<file path="config.mk">
export PLATFORM = sky130hd
export DESIGN_NAME = nearest_neighbor_pixel_scaler
export DESIGN_NICKNAME = d
export VERILOG_FILES = /design/src/hdl/nnps_pkg.sv /design/src/hdl/nnps_div.sv /design/src/hdl/nnps_front.sv /design/src/hdl/nnps_queue.sv /design/src/hdl/nnps_back.sv /design/src/hdl/nearest_neighbor_pixel_scaler.sv
export SDC_FILE = /design/constraint.sdc
export NUM_CORES = 1
export LEC_CHECK = 0
export BUFFER_PORTS_ARGS = -buffer_cell sky130_fd_sc_hd__buf_2
export CORE_ASPECT_RATIO = 0.9
export CORE_MARGIN = 2
export CORE_UTILIZATION = 54
export DETAILED_ROUTE_END_ITERATION = 10
export PLACE_DENSITY = 0.75
export SLEW_MARGIN = 20
export SYNTH_ARGS = -nofsm -noshare
export SYNTH_HDL_FRONTEND = slang
export SYNTH_SLANG_ARGS = --single-unit
export TNS_END_PERCENT = 1
</file>
<file path="constraint.sdc">
create_clock -name aclk -period 6.3 [get_ports aclk]
set_input_delay 1.26 -clock aclk [delete_from_list [all_inputs] [get_ports aclk]]
set_output_delay 1.26 -clock aclk [all_outputs]
set_load 0.1 [all_outputs]
</file>
<file path="src/hdl/nnps_pkg.sv">
`default_nettype none
// ----------------------------------------------------------------------------
// nnps_pkg
// Shared types, constants and helper functions of the nearest-neighbor
// pixel scaler.
// ----------------------------------------------------------------------------
package nnps_pkg;

    localparam int MAX_REPEAT = 64;
    localparam int REP_W      = 7;
    localparam int SRC_W      = 14;
    localparam int DST_W      = 16;
    localparam int PIX_W      = 24;
    localparam int SRC_MAX    = 8192;
    localparam int DIV_W      = 18;
    localparam int DIV_STEPS  = 18;
    localparam int DCNT_W     = 5;
    localparam int ADDR_W     = 5;
    localparam int DATA_W     = 32;
    localparam int USER_W     = 3;
    localparam int Q_DEPTH    = 2;
    localparam int Q_PTR_W    = 1;
    localparam int Q_CNT_W    = 2;

    typedef logic [2:0] reg_idx_t;
    localparam reg_idx_t REG_SRC_WIDTH  = 3'd0;
    localparam reg_idx_t REG_SRC_HEIGHT = 3'd1;
    localparam reg_idx_t REG_DST_WIDTH  = 3'd2;
    localparam reg_idx_t REG_DST_HEIGHT = 3'd3;
    localparam reg_idx_t REG_ENLARGE    = 3'd4;

    typedef struct packed {
        logic [SRC_W-1:0] src_width;
        logic [SRC_W-1:0] src_height;
        logic [DST_W-1:0] dst_width;
        logic [DST_W-1:0] dst_height;
        logic             enlarge;
    } cfg_t;

    typedef struct packed {
        logic [PIX_W-1:0] pixel;
        logic [REP_W-1:0] count;
        logic             row_end;
        logic             repeat_row;
        logic             frame_end;
    } entry_t;

    typedef struct packed {
        logic             start;
        logic [DST_W-1:0] a;
        logic [DST_W-1:0] b;
    } div_req_t;

    typedef struct packed {
        logic             done;
        logic [REP_W-1:0] q;
    } div_rsp_t;

    typedef enum logic [2:0] {
        FE_IDLE,
        FE_PREP,
        FE_ROW_WAIT,
        FE_COL,
        FE_COL_WAIT,
        FE_UPD
    } fe_state_t;

    function automatic logic [SRC_W-1:0] eff_src(input logic [SRC_W-1:0] v);
        logic [SRC_W-1:0] r;
        if (v == '0) begin
            r = SRC_W'(1);
        end else if (v > SRC_W'(SRC_MAX)) begin
            r = SRC_W'(SRC_MAX);
        end else begin
            r = v;
        end
        return r;
    endfunction

    function automatic logic [DST_W-1:0] eff_dst(input logic [DST_W-1:0] v);
        return (v == '0) ? DST_W'(1) : v;
    endfunction

endpackage
`default_nettype wire

</file>
<file path="src/hdl/nnps_div.sv">
`default_nettype none
// ----------------------------------------------------------------------------
// nnps_div
// Iterative half-up rounding divider, one quotient bit per cycle, with the
// quotient saturated at the largest group size.
// ----------------------------------------------------------------------------
module nnps_div (
    input  wire logic               aclk,
    input  wire logic               aresetn,
    input  wire nnps_pkg::div_req_t req,
    output nnps_pkg::div_rsp_t      rsp
);
    import nnps_pkg::*;

    logic              busy_reg, busy_next;
    logic              done_reg, done_next;
    logic [DCNT_W-1:0] cnt_reg, cnt_next;
    logic [DIV_W-2:0]  rem_reg, rem_next;
    logic [DIV_W-1:0]  quo_reg, quo_next;
    logic [DIV_W-2:0]  den_reg, den_next;
    logic [DIV_W-1:0]  shifted;
    logic [DIV_W-1:0]  diff;
    logic              ge;

    assign shifted = {rem_reg, quo_reg[DIV_W-1]};
    assign ge      = shifted >= {1'b0, den_reg};
    assign diff    = shifted - {1'b0, den_reg};

    always_comb begin
        busy_next = busy_reg;
        done_next = 1'b0;
        cnt_next  = cnt_reg;
        rem_next  = rem_reg;
        quo_next  = quo_reg;
        den_next  = den_reg;
        if (req.start) begin
            if (req.b == '0) begin
                quo_next  = {2'b00, req.a};
                busy_next = 1'b0;
                done_next = 1'b1;
            end else begin
                quo_next  = {1'b0, req.a, 1'b0} + {2'b00, req.b};
                rem_next  = '0;
                den_next  = {req.b, 1'b0};
                cnt_next  = DCNT_W'(DIV_STEPS - 1);
                busy_next = 1'b1;
            end
        end else if (busy_reg) begin
            rem_next = ge ? diff[DIV_W-2:0] : shifted[DIV_W-2:0];
            quo_next = {quo_reg[DIV_W-2:0], ge};
            cnt_next = cnt_reg - DCNT_W'(1);
            if (cnt_reg == '0) begin
                busy_next = 1'b0;
                done_next = 1'b1;
            end
        end
    end

    always_ff @(posedge aclk) begin
        if (!aresetn) begin
            busy_reg <= 1'b0;
            done_reg <= 1'b0;
            cnt_reg  <= '0;
        end else begin
            busy_reg <= busy_next;
            done_reg <= done_next;
            cnt_reg  <= cnt_next;
        end
        rem_reg <= rem_next;
        quo_reg <= quo_next;
        den_reg <= den_next;
    end

    assign rsp.done = done_reg;
    assign rsp.q    = (quo_reg > DIV_W'(MAX_REPEAT)) ? REP_W'(MAX_REPEAT)
                                                     : quo_reg[REP_W-1:0];

endmodule
`default_nettype wire

</file>
<file path="src/hdl/nnps_front.sv">
`default_nettype none
// ----------------------------------------------------------------------------
// nnps_front
// Accepts source pixels, tracks the row and column position of the frame,
// sizes the row and column groups and queues a request for each pixel with copies.
// ----------------------------------------------------------------------------
module nnps_front (
    input  wire logic                          aclk,
    input  wire logic                          aresetn,
    input  wire nnps_pkg::cfg_t                cfg,
    input  wire logic                          cfg_clr,
    input  wire logic                          s_tvalid,
    output logic                               s_tready,
    input  wire logic [nnps_pkg::PIX_W-1:0]    s_tdata,
    output nnps_pkg::div_req_t                 div_req,
    input  wire nnps_pkg::div_rsp_t            div_rsp,
    input  wire logic                          q_full,
    output logic                               q_push,
    output nnps_pkg::entry_t                   q_entry
);
    import nnps_pkg::*;

    fe_state_t        state_reg, state_next;
    logic [PIX_W-1:0] pix_reg, pix_next;
    logic [SRC_W-1:0] srl_reg, srl_next;
    logic [DST_W-1:0] drl_reg, drl_next;
    logic [REP_W-1:0] rgs_reg, rgs_next;
    logic [REP_W-1:0] rpi_reg, rpi_next;
    logic [SRC_W-1:0] scl_reg, scl_next;
    logic [DST_W-1:0] dcl_reg, dcl_next;
    logic [REP_W-1:0] cgs_reg, cgs_next;
    logic [REP_W-1:0] ci_reg, ci_next;

    logic             row_div;
    logic             col_div;
    logic [SRC_W-1:0] grp_src;
    logic [REP_W-1:0] grp_min1;
    logic [REP_W-1:0] grp_size;

    logic [SRC_W-1:0] u_srl;
    logic [DST_W-1:0] u_drl;
    logic [REP_W-1:0] u_rpi;
    logic [SRC_W-1:0] u_scl;
    logic [DST_W-1:0] u_dcl;
    logic [REP_W-1:0] u_ci;
    logic [REP_W-1:0] u_n;
    logic             u_row_end;
    logic             u_rep;
    logic             u_fe;
    logic [REP_W-1:0] rpi_inc;
    logic [REP_W-1:0] ci_inc;
    logic             grp_done;
    logic             out_row;
    logic             emit;

    assign row_div = (scl_reg == '0) && (rpi_reg == '0);
    assign col_div = cfg.enlarge || (ci_reg == '0);

    // Group size from the divider, with the shrink-mode limits applied.
    assign grp_src  = (state_reg == FE_ROW_WAIT) ? srl_reg : scl_reg;
    assign grp_min1 = (div_rsp.q == '0) ? REP_W'(1) : div_rsp.q;
    always_comb begin
        if (cfg.enlarge) begin
            grp_size = div_rsp.q;
        end else if ({{(SRC_W-REP_W){1'b0}}, grp_min1} > grp_src) begin
            grp_size = grp_src[REP_W-1:0];
        end else begin
            grp_size = grp_min1;
        end
    end

    always_comb begin
        rpi_inc   = rpi_reg + REP_W'(1);
        ci_inc    = ci_reg + REP_W'(1);
        grp_done  = ci_inc >= cgs_reg;
        out_row   = (({1'b0, rpi_reg} + 8'd1) == {1'b0, rgs_reg}) && (drl_reg != '0);
        emit      = 1'b0;
        u_srl     = srl_reg;
        u_drl     = drl_reg;
        u_rpi     = rpi_reg;
        u_scl     = scl_reg;
        u_dcl     = dcl_reg;
        u_ci      = ci_reg;
        u_n       = '0;
        u_row_end = 1'b0;
        u_rep     = 1'b0;
        u_fe      = 1'b0;
        if (cfg.enlarge) begin
            u_n   = (rgs_reg == '0) ? '0 : cgs_reg;
            u_dcl = dcl_reg - {{(DST_W-REP_W){1'b0}}, cgs_reg};
            u_scl = scl_reg - SRC_W'(1);
            if (u_scl == '0) begin
                u_row_end = 1'b1;
                u_rep     = rpi_inc < rgs_reg;
                if (u_rep) begin
                    u_rpi = rpi_inc;
                end else begin
                    u_drl = (drl_reg > {{(DST_W-REP_W){1'b0}}, rgs_reg})
                          ? drl_reg - {{(DST_W-REP_W){1'b0}}, rgs_reg} : '0;
                    u_srl = srl_reg - SRC_W'(1);
                    u_rpi = '0;
                    u_fe  = (u_srl == '0);
                end
            end
        end else begin
            if (grp_done) begin
                emit  = out_row && (dcl_reg != '0);
                u_scl = scl_reg - {{(SRC_W-REP_W){1'b0}}, cgs_reg};
                u_dcl = (dcl_reg != '0) ? dcl_reg - DST_W'(1) : '0;
                u_ci  = '0;
                if (emit && (u_dcl == '0)) begin
                    u_row_end = 1'b1;
                    u_fe      = (drl_reg == DST_W'(1));
                end
            end else begin
                u_ci = ci_inc;
            end
            if (u_scl == '0) begin
                if (rpi_inc >= rgs_reg) begin
                    u_srl = srl_reg - {{(SRC_W-REP_W){1'b0}}, rgs_reg};
                    u_drl = (drl_reg != '0) ? drl_reg - DST_W'(1) : '0;
                    u_rpi = '0;
                end else begin
                    u_rpi = rpi_inc;
                end
            end
            u_n = emit ? REP_W'(1) : '0;
        end
    end

    always_comb begin
        state_next = state_reg;
        case (state_reg)
            FE_IDLE: begin
                if (s_tvalid) begin
                    state_next = FE_PREP;
                end
            end
            FE_PREP: begin
                state_next = row_div ? FE_ROW_WAIT : FE_COL;
            end
            FE_ROW_WAIT: begin
                if (div_rsp.done) begin
                    state_next = FE_COL;
                end
            end
            FE_COL: begin
                state_next = col_div ? FE_COL_WAIT : FE_UPD;
            end
            FE_COL_WAIT: begin
                if (div_rsp.done) begin
                    state_next = FE_UPD;
                end
            end
            FE_UPD: begin
                if (!q_full) begin
                    state_next = FE_IDLE;
                end
            end
            default: begin
                state_next = FE_IDLE;
            end
        endcase
    end

    always_comb begin
        s_tready      = 1'b0;
        div_req.start = 1'b0;
        q_push        = 1'b0;
        if (state_reg == FE_PREP) begin
            div_req.a = cfg.enlarge ? drl_reg : {{(DST_W-SRC_W){1'b0}}, srl_reg};
            div_req.b = cfg.enlarge ? {{(DST_W-SRC_W){1'b0}}, srl_reg} : drl_reg;
        end else begin
            div_req.a = cfg.enlarge ? dcl_reg : {{(DST_W-SRC_W){1'b0}}, scl_reg};
            div_req.b = cfg.enlarge ? {{(DST_W-SRC_W){1'b0}}, scl_reg} : dcl_reg;
        end
        case (state_reg)
            FE_IDLE: begin
                s_tready = 1'b1;
            end
            FE_PREP: begin
                div_req.start = row_div;
            end
            FE_COL: begin
                div_req.start = col_div;
            end
            FE_UPD: begin
                q_push = !q_full && (u_n != '0);
            end
            default: begin
                s_tready = 1'b0;
            end
        endcase
    end

    assign q_entry.pixel      = pix_reg;
    assign q_entry.count      = u_n;
    assign q_entry.row_end    = u_row_end;
    assign q_entry.repeat_row = u_rep;
    assign q_entry.frame_end  = u_fe;

    always_comb begin
        pix_next = pix_reg;
        srl_next = srl_reg;
        drl_next = drl_reg;
        rgs_next = rgs_reg;
        rpi_next = rpi_reg;
        scl_next = scl_reg;
        dcl_next = dcl_reg;
        cgs_next = cgs_reg;
        ci_next  = ci_reg;
        case (state_reg)
            FE_IDLE: begin
                if (s_tvalid) begin
                    pix_next = s_tdata;
                    if (srl_reg == '0) begin
                        srl_next = eff_src(cfg.src_height);
                        drl_next = eff_dst(cfg.dst_height);
                        rpi_next = '0;
                        scl_next = '0;
                    end
                end
            end
            FE_PREP: begin
                if (scl_reg == '0) begin
                    scl_next = eff_src(cfg.src_width);
                    dcl_next = eff_dst(cfg.dst_width);
                    ci_next  = '0;
                end
            end
            FE_ROW_WAIT: begin
                if (div_rsp.done) begin
                    rgs_next = grp_size;
                end
            end
            FE_COL_WAIT: begin
                if (div_rsp.done) begin
                    cgs_next = grp_size;
                end
            end
            FE_UPD: begin
                if (!q_full) begin
                    srl_next = u_srl;
                    drl_next = u_drl;
                    rpi_next = u_rpi;
                    scl_next = u_scl;
                    dcl_next = u_dcl;
                    ci_next  = u_ci;
                end
            end
            default: begin
                pix_next = pix_reg;
            end
        endcase
    end

    always_ff @(posedge aclk) begin
        if (!aresetn || cfg_clr) begin
            state_reg <= FE_IDLE;
            srl_reg   <= '0;
            drl_reg   <= '0;
            rgs_reg   <= '0;
            rpi_reg   <= '0;
            scl_reg   <= '0;
            dcl_reg   <= '0;
            cgs_reg   <= '0;
            ci_reg    <= '0;
        end else begin
            state_reg <= state_next;
            srl_reg   <= srl_next;
            drl_reg   <= drl_next;
            rgs_reg   <= rgs_next;
            rpi_reg   <= rpi_next;
            scl_reg   <= scl_next;
            dcl_reg   <= dcl_next;
            cgs_reg   <= cgs_next;
            ci_reg    <= ci_next;
        end
        pix_reg <= pix_next;
    end

endmodule
`default_nettype wire

</file>
<file path="src/hdl/nnps_queue.sv">
`default_nettype none
// ----------------------------------------------------------------------------
// nnps_queue
// Two-entry request queue between the front and the output stage.
// ----------------------------------------------------------------------------
module nnps_queue (
    input  wire logic             aclk,
    input  wire logic             aresetn,
    input  wire logic             push,
    input  wire nnps_pkg::entry_t wr_entry,
    output logic                  full,
    input  wire logic             pop,
    output nnps_pkg::entry_t      rd_entry,
    output logic                  empty
);
    import nnps_pkg::*;

    entry_t             mem_reg [Q_DEPTH];
    logic [Q_PTR_W-1:0] wr_ptr_reg, wr_ptr_next;
    logic [Q_PTR_W-1:0] rd_ptr_reg, rd_ptr_next;
    logic [Q_CNT_W-1:0] cnt_reg, cnt_next;
    logic               do_push;
    logic               do_pop;

    assign full     = (cnt_reg == Q_CNT_W'(Q_DEPTH));
    assign empty    = (cnt_reg == '0);
    assign do_push  = push && !full;
    assign do_pop   = pop && !empty;
    assign rd_entry = mem_reg[rd_ptr_reg];

    always_comb begin
        wr_ptr_next = do_push ? wr_ptr_reg + Q_PTR_W'(1) : wr_ptr_reg;
        rd_ptr_next = do_pop ? rd_ptr_reg + Q_PTR_W'(1) : rd_ptr_reg;
        cnt_next    = cnt_reg;
        if (do_push && !do_pop) begin
            cnt_next = cnt_reg + Q_CNT_W'(1);
        end else if (do_pop && !do_push) begin
            cnt_next = cnt_reg - Q_CNT_W'(1);
        end
    end

    always_ff @(posedge aclk) begin
        if (!aresetn) begin
            wr_ptr_reg <= '0;
            rd_ptr_reg <= '0;
            cnt_reg    <= '0;
        end else begin
            wr_ptr_reg <= wr_ptr_next;
            rd_ptr_reg <= rd_ptr_next;
            cnt_reg    <= cnt_next;
        end
        if (do_push) begin
            mem_reg[wr_ptr_reg] <= wr_entry;
        end
    end

endmodule
`default_nettype wire

</file>
<file path="src/hdl/nnps_back.sv">
`default_nettype none
// ----------------------------------------------------------------------------
// nnps_back
// Output stage: replays each queued pixel as many times as its request says
// and places the row and frame flags on the last copy.
// ----------------------------------------------------------------------------
module nnps_back (
    input  wire logic                           aclk,
    input  wire logic                           aresetn,
    input  wire logic                           q_empty,
    input  wire nnps_pkg::entry_t               q_head,
    output logic                                q_pop,
    output logic                                m_tvalid,
    input  wire logic                           m_tready,
    output logic [nnps_pkg::PIX_W-1:0]          m_tdata,
    output logic                                m_tlast,
    output logic [nnps_pkg::USER_W-1:0]         m_tuser
);
    import nnps_pkg::*;

    logic             active_reg, active_next;
    logic [REP_W-1:0] cnt_reg, cnt_next;
    logic [PIX_W-1:0] pix_reg, pix_next;
    logic             re_reg, re_next;
    logic             rep_reg, rep_next;
    logic             fe_reg, fe_next;
    logic             last;
    logic             load;

    assign last  = (cnt_reg == REP_W'(1));
    assign load  = !q_empty && (!active_reg || (m_tready && last));
    assign q_pop = load;

    always_comb begin
        active_next = active_reg;
        cnt_next    = cnt_reg;
        pix_next    = pix_reg;
        re_next     = re_reg;
        rep_next    = rep_reg;
        fe_next     = fe_reg;
        if (load) begin
            active_next = 1'b1;
            cnt_next    = q_head.count;
            pix_next    = q_head.pixel;
            re_next     = q_head.row_end;
            rep_next    = q_head.repeat_row;
            fe_next     = q_head.frame_end;
        end else if (active_reg && m_tready) begin
            if (last) begin
                active_next = 1'b0;
            end
            cnt_next = cnt_reg - REP_W'(1);
        end
    end

    always_ff @(posedge aclk) begin
        if (!aresetn) begin
            active_reg <= 1'b0;
            cnt_reg    <= '0;
        end else begin
            active_reg <= active_next;
            cnt_reg    <= cnt_next;
        end
        pix_reg <= pix_next;
        re_reg  <= re_next;
        rep_reg <= rep_next;
        fe_reg  <= fe_next;
    end

    assign m_tvalid = active_reg;
    assign m_tdata  = pix_reg;
    assign m_tlast  = last;
    assign m_tuser  = {fe_reg && last, rep_reg && last, re_reg && last};

endmodule
`default_nettype wire

</file>
<file path="src/hdl/nearest_neighbor_pixel_scaler.sv">
`default_nettype none
// ----------------------------------------------------------------------------
// nearest_neighbor_pixel_scaler
// Nearest-neighbor image scaler for 24-bit pixels in raster order, with
// pixel and row replication or decimation set by the configuration registers.
// ----------------------------------------------------------------------------
//  Channel  Direction  Carries
//  s_       in         source pixel (tdata[23:0])
//  m_       out        pixel (tdata), run end (tlast), row/repeat/frame flags (tuser)
//  APB      in/out     src_width, src_height, dst_width, dst_height, enlarge
//
// For each pixel the front asks the 18-step shared divider for rounded group
// divisions: one for the column group in enlarge mode or at a column group
// start, one more at a row group start.
// The output side gives one copy per cycle while m_tready is high.
// Reset is synchronous; a write to a listed register clears the scan position.
// The two-entry queue lets the front keep working while the output stalls.
module nearest_neighbor_pixel_scaler (
    input  wire logic                            aclk,
    input  wire logic                            aresetn,
    input  wire logic                            s_tvalid,
    output logic                                 s_tready,
    input  wire logic [nnps_pkg::PIX_W-1:0]      s_tdata,   // [23:0] pixel
    output logic                                 m_tvalid,
    input  wire logic                            m_tready,
    output logic [nnps_pkg::PIX_W-1:0]           m_tdata,   // [23:0] pixel_out
    output logic                                 m_tlast,
    output logic [nnps_pkg::USER_W-1:0]          m_tuser,   // [0] row_end, [1] repeat_row,
                                                            // [2] frame_end
    input  wire logic                            psel,
    input  wire logic                            penable,
    input  wire logic                            pwrite,
    input  wire logic [nnps_pkg::ADDR_W-1:0]     paddr,
    input  wire logic [nnps_pkg::DATA_W-1:0]     pwdata,
    output logic [nnps_pkg::DATA_W-1:0]          prdata,
    output logic                                 pready
);
    import nnps_pkg::*;

    cfg_t     cfg_reg, cfg_next;
    logic     wr_en;
    logic     cfg_clr;
    reg_idx_t idx;
    div_req_t div_req;
    div_rsp_t div_rsp;
    entry_t   push_entry;
    entry_t   head_entry;
    logic     q_push;
    logic     q_full;
    logic     q_pop;
    logic     q_empty;

    assign pready = 1'b1;
    assign idx    = paddr[ADDR_W-1:2];
    assign wr_en  = psel && penable && pwrite && pready;

    always_comb begin
        cfg_next = cfg_reg;
        cfg_clr  = 1'b0;
        if (wr_en) begin
            cfg_clr = 1'b1;
            case (idx)
                REG_SRC_WIDTH:  cfg_next.src_width  = pwdata[SRC_W-1:0];
                REG_SRC_HEIGHT: cfg_next.src_height = pwdata[SRC_W-1:0];
                REG_DST_WIDTH:  cfg_next.dst_width  = pwdata[DST_W-1:0];
                REG_DST_HEIGHT: cfg_next.dst_height = pwdata[DST_W-1:0];
                REG_ENLARGE:    cfg_next.enlarge    = pwdata[0];
                default:        cfg_clr             = 1'b0;
            endcase
        end
    end

    always_comb begin
        case (idx)
            REG_SRC_WIDTH:  prdata = {{(DATA_W-SRC_W){1'b0}}, cfg_reg.src_width};
            REG_SRC_HEIGHT: prdata = {{(DATA_W-SRC_W){1'b0}}, cfg_reg.src_height};
            REG_DST_WIDTH:  prdata = {{(DATA_W-DST_W){1'b0}}, cfg_reg.dst_width};
            REG_DST_HEIGHT: prdata = {{(DATA_W-DST_W){1'b0}}, cfg_reg.dst_height};
            REG_ENLARGE:    prdata = {{(DATA_W-1){1'b0}}, cfg_reg.enlarge};
            default:        prdata = '0;
        endcase
    end

    always_ff @(posedge aclk) begin
        if (!aresetn) begin
            cfg_reg.src_width  <= SRC_W'(1);
            cfg_reg.src_height <= SRC_W'(1);
            cfg_reg.dst_width  <= DST_W'(1);
            cfg_reg.dst_height <= DST_W'(1);
            cfg_reg.enlarge    <= 1'b1;
        end else begin
            cfg_reg <= cfg_next;
        end
    end

    nnps_front u_front (
        .aclk     (aclk),
        .aresetn  (aresetn),
        .cfg      (cfg_reg),
        .cfg_clr  (cfg_clr),
        .s_tvalid (s_tvalid),
        .s_tready (s_tready),
        .s_tdata  (s_tdata),
        .div_req  (div_req),
        .div_rsp  (div_rsp),
        .q_full   (q_full),
        .q_push   (q_push),
        .q_entry  (push_entry)
    );

    nnps_div u_div (
        .aclk    (aclk),
        .aresetn (aresetn),
        .req     (div_req),
        .rsp     (div_rsp)
    );

    nnps_queue u_queue (
        .aclk     (aclk),
        .aresetn  (aresetn),
        .push     (q_push),
        .wr_entry (push_entry),
        .full     (q_full),
        .pop      (q_pop),
        .rd_entry (head_entry),
        .empty    (q_empty)
    );

    nnps_back u_back (
        .aclk     (aclk),
        .aresetn  (aresetn),
        .q_empty  (q_empty),
        .q_head   (head_entry),
        .q_pop    (q_pop),
        .m_tvalid (m_tvalid),
        .m_tready (m_tready),
        .m_tdata  (m_tdata),
        .m_tlast  (m_tlast),
        .m_tuser  (m_tuser)
    );

endmodule
`default_nettype wire

</file>
==> out/qor.txt, run 1 <==
clk sink count = 342
# diodes = 0
P_int = 5.40 mW
Tmin final = 4.93 ns
cells after synthesis = 2289
clk_skew = 0.0199 ns
RePlAce Congestion = 0.989
Clock power frac = 24.8%
first-pass GRT wire length = 94500 microns
Synth async-reset ratio = 0%
worst min path class = reg -> reg
part of the power in registers = 34.1%
Cell Area, Synth = 20800 sq um
hold buffers post-CTS = 0
postcts setup bufs = 0
Max Cap Viol = 0
count of final setup violators = 0
clock tree root driver cell = clkbuf_16
final hold violation count = 0
vias in the first global route = 17.0k
Die H = 190 microns
WP data arrival = 5.25 ns
Synth Warn # = 0
Unique masters post-synth = 86
status = complete, no violations
Power per Cell Area = 404 nW/um^2
# IOs = 131
CP required = 6.62 ns
Routed Antenna Nets = 0
clk buf depth = 3
VDD IR max = 0.000275 V
initial core utilization = 54.5%
Pre-antenna DRT Iters = 9
All-Layer GR Usage = 29.9%
CP max FO = 19
share of layout cells above drive strength 1 = 12.0%
Seq/Total Area, Yosys = 41.1%
Yosys reg bits = 342
Most used DFF post-synth = dfxtp_1
Post-Route WL = 60500 microns
Slew @ Worst Pin = 1.08 ns
initial antenna violation count = 0
Slew Limit Fails = 0
hold slack = 0.431 ns
setup TNS = 0 ns
Gate power share = 41.0%
Post-CTS Resized = 0
syn_area_per_cell = 9.08 sq um
fmax = 203 MHz
Post-synth EDFFs = 170
Clock Latency Late Sink = 0.58 ns
Startpoint Class = flop
via density per instance = 6.39
sw frac = 41.5%
TritonCTS clock tree = done
Horiz. Die Dim = 211 microns
RSZ-0062 raised after global routing = false
Setup crit end kind = flop
Routed WL per cell = 21.3 microns
pin count of the biggest net entering global routing = 81
Rows = 68
DP HPWL = 43400 microns
CTS clk-pin slew, worst paths = 0.06 ns
grt total ovfl = 0
area grow syn2layout = 9.90%
Vias = 18.2k
die area = 40100 sq um
DRC violations left = 0
NetSw = 3.82 mW
Num CTS Buffers = 38
htree depth = 2
leakage power = 8.46 nW
CORE AREA = 38100 sq um
# port buffers = 95
Max-Slew Margin vs Limit = 27.7%
period utilization = 78.2%
WS Path Type = reg -> reg
Nets = 2491
max reg flops = 68
DR iter-0 viols = 2153
per-stage QoR:
stage                     utilization [%]  power [mW]  setup WS [ns]  instance area [sq um]  std cells
after floorplan                         -        6.09          0.387                  20800       2304
final                                59.9        9.22           1.37                  22800       2840
after global routing                 59.9        9.71          0.950                  22800       2840
after detailed placement             56.5        6.89           1.52                  21500       2771
after global placement               56.5        6.78           1.58                  21500       2771
after CTS                            59.9        9.20           1.47                  22800       2840
placed cells by master (no fill, tap or decap), drive strengths merged, types with 9 or more instances in the layout:
cell type / synthesis / routed
a211oi: 32 / 32
a21o: 13 / 13
a21oi: 194 / 194
a222oi: 10 / 10
a22oi: 18 / 18
a31oi: 22 / 22
and2: 31 / 31
and3: 11 / 11
buf: 46 / 126
clkbuf: 101 / 47
clkinv: 1 / 15
conb: 2 / 17
dfxtp: 172 / 172
edfxtp: 170 / 170
ha: 96 / 96
inv: 76 / 78
mux2: 28 / 28
mux2i: 96 / 96
mux4: 14 / 14
nand2: 282 / 282
nand2b: 13 / 13
nand3: 39 / 39
nand3b: 9 / 9
nand4: 18 / 18
nor2: 200 / 200
nor2b: 44 / 44
nor3: 74 / 74
nor3b: 11 / 11
nor4: 42 / 42
nor4b: 10 / 10
o211ai: 11 / 11
o21a: 18 / 18
o21ai: 127 / 127
o22ai: 16 / 16
o31ai: 15 / 15
or3: 20 / 20
or4: 12 / 12
xnor2: 50 / 50
xor2: 31 / 31
routing by layer:
layer | share of wire, % | vias to the layer above | global-route usage [%]
met5 | 0 | - | 0
met4 | 4.6 | 0 | 13.8
met3 | 8.7 | 183 | 4.54
met2 | 44 | 974 | 47.4
met1 | 42 | 8600 | 40.5
li1 | - | 8398 | -
power by group through the flow:
| stage | clock, mW | combinational (mW) | sequential (mW) |
|---|---|---|---|
| global route | 2.42 | 4.11 | 3.19 |
| finish | 2.29 | 3.78 | 3.15 |
| CTS | 2.33 | 3.74 | 3.14 |
| floorplan | 0 | 2.62 | 3.47 |
| detailed placement | 0 | 3.71 | 3.18 |
| global placement | 0 | 3.61 | 3.16 |
worst paths after layout:
path                        startpoint                endpoint  slack (ns)  cells after the start
setup / recovery  u_front.state_reg[0]       u_div.quo_reg[15]        1.37                     15
setup reg to reg  u_front.state_reg[0]       u_div.quo_reg[15]        1.37                     15
hold reg to reg     u_front.pix_reg[5]  u_queue.mem_reg[1][15]        0.43                      0
hold / removal      u_front.pix_reg[5]  u_queue.mem_reg[1][15]        0.43                      0
logic make-up after synthesis:
family                   synth area share, %
AND/OR/NAND/NOR                         19.2
AO/OA/AOI/OAI                           17.4
flip-flops                              41.1
buffers and inverters                   4.80
multiplexers                            7.66
adder cells (fa/ha/maj)                 6.36
XOR/XNOR                                3.41
other                                 0.0361
worst max-delay path, stage by stage, from the launching register on:
cell      delay (ns)
dfxtp_1         0.62
nand2b_1        0.27
nor2_4          0.59
buf_4           0.39
mux2i_1         0.29
mux2i_1         0.20
fa_1            0.52
a211oi_1        0.29
o21ai_0         0.21
nand4_1         0.13
a21boi_0        0.12
o41ai_1         0.46
o21a_1          0.26
xnor2_1         0.08
a21oi_1         0.17
nor2_1          0.06
synthesized netlist by cell type (all sizes together), types with 9 or more instances:
cell type	n	area, sq um
nor2b	44	275
clkbuf	101	383
o31ai	15	113
nor4	42	263
a22oi	18	135
and2	31	194
mux4	14	315
buf	46	308
and3	11	68.8
edfxtp	170	5100
nor3	74	375
a222oi	10	100
a31oi	22	138
a21o	13	97.6
o21a	18	135
nand4	18	113
nor2	200	751
nand2	282	1060
a211oi	32	298
nand3b	9	67.6
o21ai	127	647
xor2	31	272
mux2	28	315
o211ai	11	82.6
a21oi	194	971
inv	76	285
or3	20	126
nor3b	11	82.6
dfxtp	172	3440
or4	12	93.8
nand3	39	208
xnor2	50	438
nor4b	10	87.6
o22ai	16	100
ha	96	1200
mux2i	96	961
nand2b	13	81.3
final cells by class:
type	instances	area (sq um)
Fill cell	3266	15300
Multi-Input combinational cell	1736	11400
Sequential cell	342	8550
Clock buffer	47	1030
Timing Repair Buffer	126	721
Tap cell	490	613
Inverter	77	289
Clock inverter	22	279
No activity file was read; power rests on OpenSTA's default activity.
==> run 2: changes to the inputs <==
--- a/config.mk
+++ b/config.mk
@@ -5,6 +5,7 @@
 export SDC_FILE = /design/constraint.sdc
 export NUM_CORES = 1
 export LEC_CHECK = 0
+export ABC_AREA = 1
 export BUFFER_PORTS_ARGS = -buffer_cell sky130_fd_sc_hd__buf_2
 export CORE_ASPECT_RATIO = 0.9
 export CORE_MARGIN = 2
==> constraint.sdc (replaced) <==
create_clock -name aclk -period 4.5 [get_ports aclk]
set_input_delay 0.9 -clock aclk [delete_from_list [all_inputs] [get_ports aclk]]
set_output_delay 0.9 -clock aclk [all_outputs]
set_load 0.1 [all_outputs]
==> out/qor.txt, run 2 <==
status = complete, no violations
area grow syn2layout = 10.5%
max reg flops = 68 (unchanged)
first-pass GRT wire length = 106000 microns (+12%)
Yosys reg bits = 342 (unchanged)
initial antenna violation count = 1 (+1)
Max-Slew Margin vs Limit = 38.7% (+11 points)
clk_skew = 0.0338 ns (+0.0140 ns)
share of layout cells above drive strength 1 = 8.52% (-3.5 points)
sw frac = 48.2% (+6.7 points)
postcts setup bufs = 0 (unchanged)
DRC violations left = 0 (unchanged)
hold buffers post-CTS = 0 (unchanged)
RSZ-0062 raised after global routing = false
htree depth = 2 (unchanged)
CORE AREA = 39400 sq um (+3.3%)
WS Path Type = reg -> reg
Slew Limit Fails = 0 (unchanged)
CTS clk-pin slew, worst paths = 0.06 ns (about the same)
All-Layer GR Usage = 32.3% (+2.4 points)
DR iter-0 viols = 2231 (+3.6%)
Unique masters post-synth = 57 (-34%)
cells after synthesis = 2904 (+27%)
syn_area_per_cell = 7.42 sq um (-18%)
commonest non-fill, non-tap cell in the layout = nand2_1
R2R setup slack = 0.47 ns (-0.90 ns)
worst path bufs/invs = 1 (unchanged)
gate family responsible for the most delay along the worst path = compound AO/OA/AOI/OAI gates
setup TNS = 0 ns (unchanged)
Num CTS Buffers = 38 (unchanged)
CP required = 4.81 ns (-1.81 ns)
vias in the first global route = 19.7k (+16%)
Synth Warn # = 0 (unchanged)
NetSw = 8.13 mW (+110%)
dpl cells = 3456 (+25%)
Cell Area, Synth = 21500 sq um (+3.6%)
Post-Layout Cell Count = 3525 (+24%)
Horiz. Die Dim = 215 microns (+1.8%)
Nets = 3134 (+26%)
Slew @ Worst Pin = 0.920 ns (-0.165 ns)
grt total ovfl = 0 (unchanged)
initial core utilization = 54.7% (+0.17 points)
worst min path class = reg -> reg
Synth async-reset ratio = 0% (unchanged)
Max Cap Viol = 0 (unchanged)
final hold violation count = 0 (unchanged)
Post-Route WL = 68500 microns (+13%)
TritonCTS clock tree = done
clock tree root driver cell = clkbuf_16
most common cell in the netlist = nand2_1
clk buf depth = 3 (unchanged)
top cells by area, synth = edfxtp_1 24%, dfxtp_1 16%, nand2_1 11%
Clock Latency Late Sink = 0.58 ns (about the same)
Clock power frac = 19.6% (-5.2 points)
most frequent cells in the layout = 656 x nand2_1, 339 x inv_1, 284 x nor2_1, 247 x o21ai_0, 216 x a21oi_1
Fillers = 3621 (+11%)
list of most frequent post-synthesis cells = 656 x nand2_1, 340 x inv_1, 288 x nor2_1
Startpoint Class = flop
clk sink count = 342 (unchanged)
area leader, netlist = edfxtp_1
Final Util = 60.5% (+0.54 points)
pin count of the biggest net entering global routing = 66 (-19%)
CP max-delay cell = dfxtp_4
DP HPWL = 50600 microns (+16%)
WP data arrival = 4.34 ns (-0.91 ns)
# IOs = 131 (unchanged)
Gate power share = 52.8% (+12 points)
Routed WL per cell = 19.4 microns (-8.8%)
Die H = 193 microns (+1.8%)
CP max FO = 56 (+37)
Post-synth EDFFs = 170 (unchanged)
Seq/Total Area, Yosys = 39.7% (-1.4 points)
Routed Antenna Nets = 0 (unchanged)
via density per instance = 5.91 (-7.6%)
RePlAce Congestion = 1.05 (+5.8%)
P_int = 8.74 mW (+62%)
leakage power = 10.7 nW (+26%)
Most used DFF post-synth = dfxtp_1
Tmin final = 4.03 ns (-0.896 ns)
Rows = 69 (+1.5%)
count of final setup violators = 0 (unchanged)
# port buffers = 95 (unchanged)
Synth top area share = 23.7% (-0.86 points)
period utilization = 89.6% (+11 points)
VDD IR max = 0.000432 V (+57%)
fmax = 248 MHz (+22%)
Vias = 20.8k (+15%)
crit-path cells = buf_4, o21ai_0, o21ai_0, ha_1, nand2_1, o2bb2ai_1, o21ai_0, nand2_1, nand2_1, a21boi_0, o21ai_0, xor2_1, nand2_1, nand3_1
Post-CTS Resized = 0 (unchanged)
Setup crit end kind = flop
Pre-antenna DRT Iters = 6 (-3)
CP max stage delay = 0.74 ns (+0.12 ns)
part of the power in registers = 27.6% (-6.5 points)
die area = 41500 sq um (+3.5%)
Power per Cell Area = 709 nW/um^2 (+76%)
## run 2: logic make-up after synthesis
group	after synthesis	share of synthesized area, %
XOR/XNOR	94	3.82
other	2	0.0349
buffers and inverters	486	9.09
adder cells (fa/ha/maj)	102	6.14
flip-flops	342	39.7
AO/OA/AOI/OAI	633	16.8
AND/OR/NAND/NOR	1245	24.4
## run 2: final timing paths
kind,cells past startpoint,from,end
worst min-delay path,0,u_front.pix_reg[19],u_queue.mem_reg[0][29]
worst max-delay path,14,cfg_reg[0],u_div.quo_reg[12]
worst min register to register,0,u_front.pix_reg[19],u_queue.mem_reg[0][29]
worst max register to register,14,cfg_reg[0],u_div.quo_reg[12]
## run 2: final cells by class
class	count	area [sq um]	share of cell area, %
timing repair buffer	136	821	3.45
clock buffer	43	990	4.16
sequential	342	8550	35.9
inverter	355	1330	5.60
multi-input combinational	2091	11100	46.8
clock inverter	25	307	1.29
tap	532	666	2.80
antenna	1	2.50	0.0105
## run 2: per-stage QoR
step                      setup WS [ns]  power, mW  hold WS [ns]  cell area, sq um
after floorplan                  0.0924       11.2         0.421             21600
after global placement            0.761       13.1         0.422             22500
after detailed placement          0.660       13.4         0.431             22500
after CTS                         0.648       16.7         0.446             23800
after global routing              0.236       18.0         0.455             23800
final                             0.468       16.9         0.445             23800
## run 2: layer usage
layer	global-route usage, %	wire (microns)	up-vias	part of all wire, %
met5	0	0	-	0
met3	6.12	7150	198	10
met4	15.9	3430	0	5.0
met2	48.9	28900	1136	42
met1	44.3	29000	9597	42
li1	-	-	9885	-
## run 2: power groups by stage
| stage | clock (mW) | combinational [mW] | sequential, mW |
|---|---|---|---|
| CTS | 3.34 | 8.71 | 4.64 |
| detailed placement | 0 | 8.66 | 4.70 |
| finish | 3.31 | 8.91 | 4.66 |
| floorplan | 0 | 5.98 | 5.24 |
| global route | 3.45 | 9.81 | 4.71 |
| global placement | 0 | 8.44 | 4.67 |
